[src/indexed_ordered_list_defines.svh]
// Assertion macros for the indexed ordered list.
`ifndef INDEXED_ORDERED_LIST_DEFINES_SVH
`define INDEXED_ORDERED_LIST_DEFINES_SVH
`ifndef SYNTHESIS
`define IOL_ASSERT(label, clk, rst_n, prop, msg) \
    label: assert property (@(posedge clk) disable iff (!rst_n) prop) else $error(msg);
`define IOL_ASSERT_NR(label, clk, prop, msg) \
    label: assert property (@(posedge clk) prop) else $error(msg);
`else
`define IOL_ASSERT(label, clk, rst_n, prop, msg)
`define IOL_ASSERT_NR(label, clk, prop, msg)
`endif
`endif

[src/iol_pkg.sv]
// Shared types and constants for the indexed ordered list.
package iol_pkg;
    localparam int unsigned CapacityDefault = 64;
    localparam int unsigned ModeW = 3;
    localparam int unsigned PosW = 10;
    localparam int unsigned ValW = 32;
    localparam int unsigned LenW = 11;
    localparam int unsigned StW = 2;

    localparam logic [ModeW-1:0] MODE_GET  = 3'd0;
    localparam logic [ModeW-1:0] MODE_HEAD = 3'd1;
    localparam logic [ModeW-1:0] MODE_TAIL = 3'd2;
    localparam logic [ModeW-1:0] MODE_AT   = 3'd3;
    localparam logic [ModeW-1:0] MODE_DEL  = 3'd4;

    localparam logic [StW-1:0] ST_DONE  = 2'd0;
    localparam logic [StW-1:0] ST_RANGE = 2'd1;
    localparam logic [StW-1:0] ST_FULL  = 2'd2;

    localparam logic [ValW-1:0] NotFoundValue = '1;

    // one memory port request: read and/or write at one address each
    typedef struct packed {
        logic            rd_en;
        logic [PosW-1:0] rd_addr;
        logic            wr_en;
        logic [PosW-1:0] wr_addr;
        logic [ValW-1:0] wr_data;
    } t_mem_req;
endpackage

[src/iol_mem.sv]
// Single-port-write, single-port-read store of list entries.
module iol_mem import iol_pkg::*; #(
    parameter int unsigned CAPACITY = CapacityDefault
) (
    input  logic            i_clk,
    input  t_mem_req        i_req,
    output logic [ValW-1:0] o_rd_data
);
    localparam int unsigned AW = (CAPACITY > 1) ? $clog2(CAPACITY) : 1;

    logic [ValW-1:0] r_mem [CAPACITY];

    always_ff @(posedge i_clk) begin
        if (i_req.wr_en) begin
            r_mem[i_req.wr_addr[AW-1:0]] <= i_req.wr_data;
        end
        if (i_req.rd_en) begin
            o_rd_data <= r_mem[i_req.rd_addr[AW-1:0]];
        end
    end
endmodule

[src/iol_ctrl.sv]
// Sequencer: decodes a request, shifts entries by a read then a write each, and answers.
module iol_ctrl import iol_pkg::*; #(
    parameter int unsigned CAPACITY = CapacityDefault
) (
    input  logic              i_clk,
    input  logic              i_rst_n,
    input  logic              i_valid,
    output logic              o_ready,
    input  logic [ModeW-1:0]  i_mode,
    input  logic [PosW-1:0]   i_position,
    input  logic [ValW-1:0]   i_item_value,
    output t_mem_req          o_mem_req,
    input  logic [ValW-1:0]   i_rd_data,
    output logic              o_valid,
    input  logic              i_ready,
    output logic [ValW-1:0]   o_read_value,
    output logic              o_found,
    output logic [StW-1:0]    o_status,
    output logic [LenW-1:0]   o_list_length
);
    `include "indexed_ordered_list_defines.svh"

    localparam logic [LenW-1:0] Cap = LenW'(CAPACITY);

    typedef enum logic [2:0] {S_IDLE, S_GETW, S_INS, S_DEL, S_LAST} t_state;

    t_state          r_state;
    logic [LenW-1:0] r_len;
    logic [LenW-1:0] r_idx;    // current slot being moved
    logic [LenW-1:0] r_stop;
    logic [ValW-1:0] r_val;
    logic            r_rd_pend;

    logic            acc;
    logic [LenW-1:0] pos_ext;
    assign pos_ext = LenW'(i_position);
    assign acc = i_valid && o_ready;
    // output register frees before the next request
    assign o_ready = (r_state == S_IDLE) && (!o_valid || i_ready);

    // memory request: insert moves entry idx-1 to idx; delete moves idx+1 to idx.
    always_comb begin
        o_mem_req = '0;
        case (r_state)
            S_IDLE: begin
                o_mem_req.rd_en   = acc && (i_mode == MODE_GET);
                o_mem_req.rd_addr = i_position;
            end
            S_INS: begin
                if (r_idx != r_stop) begin
                    o_mem_req.rd_en   = !r_rd_pend;
                    o_mem_req.rd_addr = PosW'(r_idx - 1'b1);
                    o_mem_req.wr_en   = r_rd_pend;
                    o_mem_req.wr_addr = PosW'(r_idx);
                    o_mem_req.wr_data = i_rd_data;
                end
            end
            S_DEL: begin
                if (r_idx + 1'b1 < r_len) begin
                    o_mem_req.rd_en   = !r_rd_pend;
                    o_mem_req.rd_addr = PosW'(r_idx + 1'b1);
                    o_mem_req.wr_en   = r_rd_pend;
                    o_mem_req.wr_addr = PosW'(r_idx);
                    o_mem_req.wr_data = i_rd_data;
                end
            end
            S_LAST: begin
                o_mem_req.wr_en   = 1'b1;
                o_mem_req.wr_addr = PosW'(r_stop);
                o_mem_req.wr_data = r_val;
            end
            default: ;
        endcase
    end

    always_ff @(posedge i_clk) begin
        logic n_valid;
        n_valid = o_valid && !i_ready;
        if (!i_rst_n) begin
            r_state   <= S_IDLE;
            r_len     <= '0;
            r_rd_pend <= 1'b0;
            o_valid   <= 1'b0;
        end else begin
            case (r_state)
                S_IDLE: begin
                    if (acc) begin
                        o_read_value  <= NotFoundValue;
                        o_found       <= 1'b0;
                        o_list_length <= r_len;
                        r_val         <= i_item_value;
                        r_rd_pend     <= 1'b0;
                        case (i_mode)
                            MODE_GET: begin
                                if (pos_ext < r_len) begin
                                    o_status <= ST_DONE;
                                    r_state  <= S_GETW;
                                end else begin
                                    o_status <= ST_RANGE;
                                    n_valid  = 1'b1;
                                end
                            end
                            MODE_HEAD, MODE_TAIL, MODE_AT: begin
                                r_idx <= r_len;
                                if (i_mode == MODE_AT && pos_ext > r_len) begin
                                    o_status <= ST_RANGE;
                                    n_valid  = 1'b1;
                                end else if (r_len >= Cap) begin
                                    o_status <= ST_FULL;
                                    n_valid  = 1'b1;
                                end else begin
                                    o_status <= ST_DONE;
                                    r_stop   <= (i_mode == MODE_HEAD) ? '0 :
                                                (i_mode == MODE_TAIL) ? r_len : pos_ext;
                                    r_state  <= S_INS;
                                end
                            end
                            MODE_DEL: begin
                                r_idx <= pos_ext;
                                if (pos_ext >= r_len) begin
                                    o_status <= ST_RANGE;
                                    n_valid  = 1'b1;
                                end else begin
                                    o_status <= ST_DONE;
                                    r_state  <= S_DEL;
                                end
                            end
                            default: begin
                                o_status <= ST_DONE;
                                n_valid  = 1'b1;
                            end
                        endcase
                    end
                end
                S_GETW: begin
                    o_read_value <= i_rd_data;
                    o_found      <= 1'b1;
                    n_valid      = 1'b1;
                    r_state      <= S_IDLE;
                end
                S_INS: begin
                    if (r_idx == r_stop) r_state <= S_LAST;
                    else if (r_rd_pend) begin
                        r_rd_pend <= 1'b0;
                        r_idx     <= r_idx - 1'b1;
                    end else r_rd_pend <= 1'b1;
                end
                S_LAST: begin
                    r_len         <= r_len + 1'b1;
                    o_list_length <= r_len + 1'b1;
                    n_valid       = 1'b1;
                    r_state       <= S_IDLE;
                end
                S_DEL: begin
                    if (r_idx + 1'b1 >= r_len) begin
                        r_len         <= r_len - 1'b1;
                        o_list_length <= r_len - 1'b1;
                        n_valid       = 1'b1;
                        r_state       <= S_IDLE;
                    end else if (r_rd_pend) begin
                        r_rd_pend <= 1'b0;
                        r_idx     <= r_idx + 1'b1;
                    end else r_rd_pend <= 1'b1;
                end
                default: r_state <= S_IDLE;
            endcase
            o_valid <= n_valid;
        end
    end

    `IOL_ASSERT(a_len_cap, i_clk, i_rst_n, r_len <= Cap, "length above capacity")
    `IOL_ASSERT(a_busy_not_ready, i_clk, i_rst_n, (r_state != S_IDLE) |-> !o_ready,
                "ready while busy")
    `IOL_ASSERT(a_found_ok, i_clk, i_rst_n, (o_valid && o_found) |-> (o_status == ST_DONE),
                "found with bad status")
    `IOL_ASSERT(a_len_step, i_clk, i_rst_n,
                (r_len != $past(r_len)) |-> (r_state == S_IDLE && o_valid),
                "length changed without result")
endmodule

[src/indexed_ordered_list.sv]
// Indexed ordered list, top level.
// Get reads one entry from the store. Insert at p shifts entries p..len-1 up one slot and
// then writes the item at p; delete at p shifts the entries above p down one slot.
// Each shifted entry costs one memory read plus one write through the single store.
// One request at a time; the next is taken once the result register is free.
// Synchronous active-low reset empties the list; entry contents are not cleared.
module indexed_ordered_list import iol_pkg::*; #(
    parameter int unsigned CAPACITY = CapacityDefault
) (
    input  logic        i_clk,
    input  logic        i_rst_n,
    input  logic        s_axis_tvalid,
    output logic        s_axis_tready,
    input  logic [47:0] s_axis_tdata,   // mode[2:0], position[12:3], item_value[44:13]
    output logic        m_axis_tvalid,
    input  logic        m_axis_tready,
    output logic [47:0] m_axis_tdata    // read_value[31:0], found[32], status[34:33],
                                        // list_length[45:35]
);
    t_mem_req        mem_req;
    logic [ValW-1:0] rd_data;
    logic [ValW-1:0] read_value;
    logic            found;
    logic [StW-1:0]  status;
    logic [LenW-1:0] list_length;

    iol_mem #(.CAPACITY(CAPACITY)) u_mem (
        .i_clk(i_clk), .i_req(mem_req), .o_rd_data(rd_data)
    );

    iol_ctrl #(.CAPACITY(CAPACITY)) u_ctrl (
        .i_clk(i_clk), .i_rst_n(i_rst_n),
        .i_valid(s_axis_tvalid), .o_ready(s_axis_tready),
        .i_mode(s_axis_tdata[2:0]), .i_position(s_axis_tdata[12:3]),
        .i_item_value(s_axis_tdata[44:13]),
        .o_mem_req(mem_req), .i_rd_data(rd_data),
        .o_valid(m_axis_tvalid), .i_ready(m_axis_tready),
        .o_read_value(read_value), .o_found(found), .o_status(status),
        .o_list_length(list_length)
    );

    assign m_axis_tdata = {2'b00, list_length, status, found, read_value};
endmodule

[config.mk]
export PLATFORM = sky130hd
export DESIGN_NAME = indexed_ordered_list
export DESIGN_NICKNAME = d
export VERILOG_FILES = /design/src/iol_pkg.sv /design/src/iol_mem.sv /design/src/iol_ctrl.sv /design/src/indexed_ordered_list.sv
export VERILOG_INCLUDE_DIRS = /design/src /design/src/src
export SDC_FILE = /design/constraint.sdc
export NUM_CORES = 2
export LEC_CHECK = 0
export BUFFER_PORTS_ARGS = -buffer_cell sky130_fd_sc_hd__buf_2
export CORE_UTILIZATION = 55
export CTS_CLUSTER_DIAMETER = 120
export DETAILED_ROUTE_END_ITERATION = 12
export GPL_ROUTABILITY_DRIVEN = 1
export PLACE_DENSITY_LB_ADDON = 0.3
export SETUP_SLACK_MARGIN = 0.5
export SYNTH_ARGS = -nofsm -noshare
export SYNTH_HDL_FRONTEND = slang
export SYNTH_HIERARCHICAL = 1
export SYNTH_SLANG_ARGS = --single-unit
[constraint.sdc]
create_clock -name i_clk -period 6.9 [get_ports i_clk]
set_clock_uncertainty 0.05 [all_clocks]
set_input_delay 0.69 -clock i_clk [delete_from_list [all_inputs] [get_ports i_clk]]
set_output_delay 0.69 -clock i_clk [all_outputs]
set_load 0.01 [all_outputs]
==> metrics.cfg <==
[run_status]
outcome = finished, final reports clean

[floorplanning]
core_area_mm2 = 0.1560
die_h_um = 398.3
die_w_um = 398.3
die-area_mm2 = 0.1587
pin_count = 102
rows = 145
initial_core_util_pct = 55.37

[clock_tree]
cts_sinks = 2196
cts_buffers = 210
ctsRootBufferMaster = clkbuf_16
htreeDepth = 4
cts_tree = yes
clockBufferDepth = 3
path_clk_slew_ns = 0.06
clkLatencyLatePin_ns = 0.84

[placement]
portBuffers = 96
gp_congestion = 0.9182
placed_area_mm2 = 0.09090
hpwl_um = 127500

[drt]
post_drt_wl_per_cell_um = 32.04
vias_per_cell = 6.645
drt_iter0_markers = 5848
drcViolationCount = 0
wl_um = 215900
num_vias = 44780
first_pass_iters = 5
final_antenna_net_count = 0

[pwr]
irDropWorstVdd_mv = 0.2513
leakage_nw = 31.07
total_power_mw = 31.23
power_density_mw_per_mm2 = 319.1

[finish]
multi_input_area_mm2 = 0.01961
finish.instance_area_mm2 = 0.09787
final-seq-area_mm2 = 0.06578
fillerInstances = 10440
syn2layout_area_growth_pct = 13.29
drive_gt1_share_pct = 25.55
fin_nets = 4580

[synth]
synth_area_mm2 = 0.08639
syn_avg_cell_area_um2 = 20.66
synthCells = 4182
yosysWarnings = 6

[grt]
grt_first_pass_wirelength_um = 308900
gr-total-overflow = 0
grt_use_total_pct = 27.34
antenna_found_initial = 6
grt_pass1_vias = 44160
grt_max_degree = 65

[worst_setup_path]
critPathTopFamily = compound AO/OA/AOI/OAI gates
cp_slowest_cell = a221o_1
arrival_ns = 6.67
max_stage_delay_ns = 1.07
crit_required_ns = 7.41
cp-start-kind = flip-flop
path_max_fanout = 12
cp-end-kind = flip-flop
critPathKind = flip-flop to flip-flop
crit_chain = ha_1 -> nand2_1 -> nor3_1 -> xor2_1 -> ha_1 -> o21a_1 -> a21oi_2 -> nand2_1 -> nor3_2 -> buf_4 -> a221o_1 -> nand3b_1 -> o22ai_1 -> a211o_1 -> o21ai_0 -> buf_4 -> and3_1
worstPathBufferInverterCount = 2

[sta]
fmax_mhz = 162.4
setup_viol = 0
worst_pin_slew_ns = 1.369
slew_headroom_pct = 8.716
min_period_ns = 6.157
timing.setup.tns_ns = 0
finalCritPeriodShare_pct = 89.23
fin_hold_ws_ns = 0.07817
slew_violations = 0
hold_viol_final = 0
rsz0062_at_grt = no

[run]
drv_cap = 0

[hold_path]
min_path_type = input port to flip-flop

placed cells by master (no fill, tap or decap), types with 66 or more instances in the layout:
| master | n |
|---|---|
| edfxtp_1 | 2180 |
| mux4_2 | 446 |
| clkbuf_16 | 213 |
| mux2i_1 | 199 |
| buf_4 | 184 |
| a22oi_1 | 138 |
| buf_2 | 96 |
| nand2_1 | 89 |
| nand3_1 | 71 |
| nor2_4 | 66 |
flip-flops by register name, summed over array words and instances, names as in the netlist:
name	count
u_mem/r_mem	2048
u_ctrl/o_read_value	32
u_ctrl/r_val	32
u_mem/o_rd_data	32
u_ctrl/o_list_length	11
u_ctrl/r_idx	11
u_ctrl/r_len	11
u_ctrl/r_stop	11
u_ctrl/r_state	3
u_ctrl/o_status	2
u_ctrl/o_found	1
u_ctrl/o_valid	1
u_ctrl/r_rd_pend	1
worst register-to-register path: cells and delay by family (launching register included):
kind	cells	cell delay (ns)
AND/OR/NAND/NOR	6	1.44
flip-flops	1	0.63
XOR/XNOR	1	0.24
adder cells (fa/ha/maj)	2	0.64
buffers and inverters	2	0.45
AO/OA/AOI/OAI	6	2.44
path summary, 6_finish.rpt:
| path | start | to | slack [ns] | cells past startpoint |
|---|---|---|---|---|
| worst min-delay path | s_axis_tdata[29] | u_ctrl/r_val[16] | 0.08 | 1 |
| worst min register to register | u_mem/o_rd_data[28] | u_ctrl/o_read_value[28] | 0.49 | 1 |
| worst max-delay path | u_ctrl/r_idx[0] | u_mem/o_rd_data[19] | 0.74 | 17 |
| worst max register to register | u_ctrl/r_idx[0] | u_mem/o_rd_data[19] | 0.74 | 17 |
timing repair:
action,CTS,global route
gates resized for setup,0,1
hold endpoints to repair,31,0
hold buffers,31,0
endpoints found under the setup margin,0,24
buffers inserted,0,2
routing by layer:
metal / GRT usage, % / wire length [um] / share of wire, % / vias to the layer above
li1: - / - / - / 18210
met1: 38.61 / 83730 / 39 / 23560
met3: 5.159 / 20630 / 9.6 / 380
met4: 8.607 / 6611 / 3.1 / 4
met5: 0 / 32 / 0.015 / -
met2: 43.64 / 104900 / 49 / 2626
per-stage QoR:
stage               std cells  worst slack, ns  util (%)
global placement         6315           0.8883     58.26
floorplan                4183            1.227         -
global route             6737           0.5713     62.72
CTS                      6734           0.8072     62.71
detailed placement       6315           0.8109     58.26
finish                   6739           0.7431     62.72
area by class of cell:
type | count | share of cell area [%]
diodes | 3 | 0.007671
well taps | 2058 | 2.631
clock inverters | 117 | 1.107
multi-input cells | 1709 | 20.03
flip-flops and latches | 2196 | 67.22
repair buffers | 361 | 3.242
clock buffers | 271 | 5.669
inverters | 24 | 0.09205
report_power, final:
part	total [mW]	leakage [nW]	internal [mW]	switching [mW]
Sequential	15.2	19.9	15.1	0.0887
Clock	11.1	3.21	6.24	4.85
Combinational	4.98	7.94	1.93	3.06
Power figures use the tool's default switching activity.
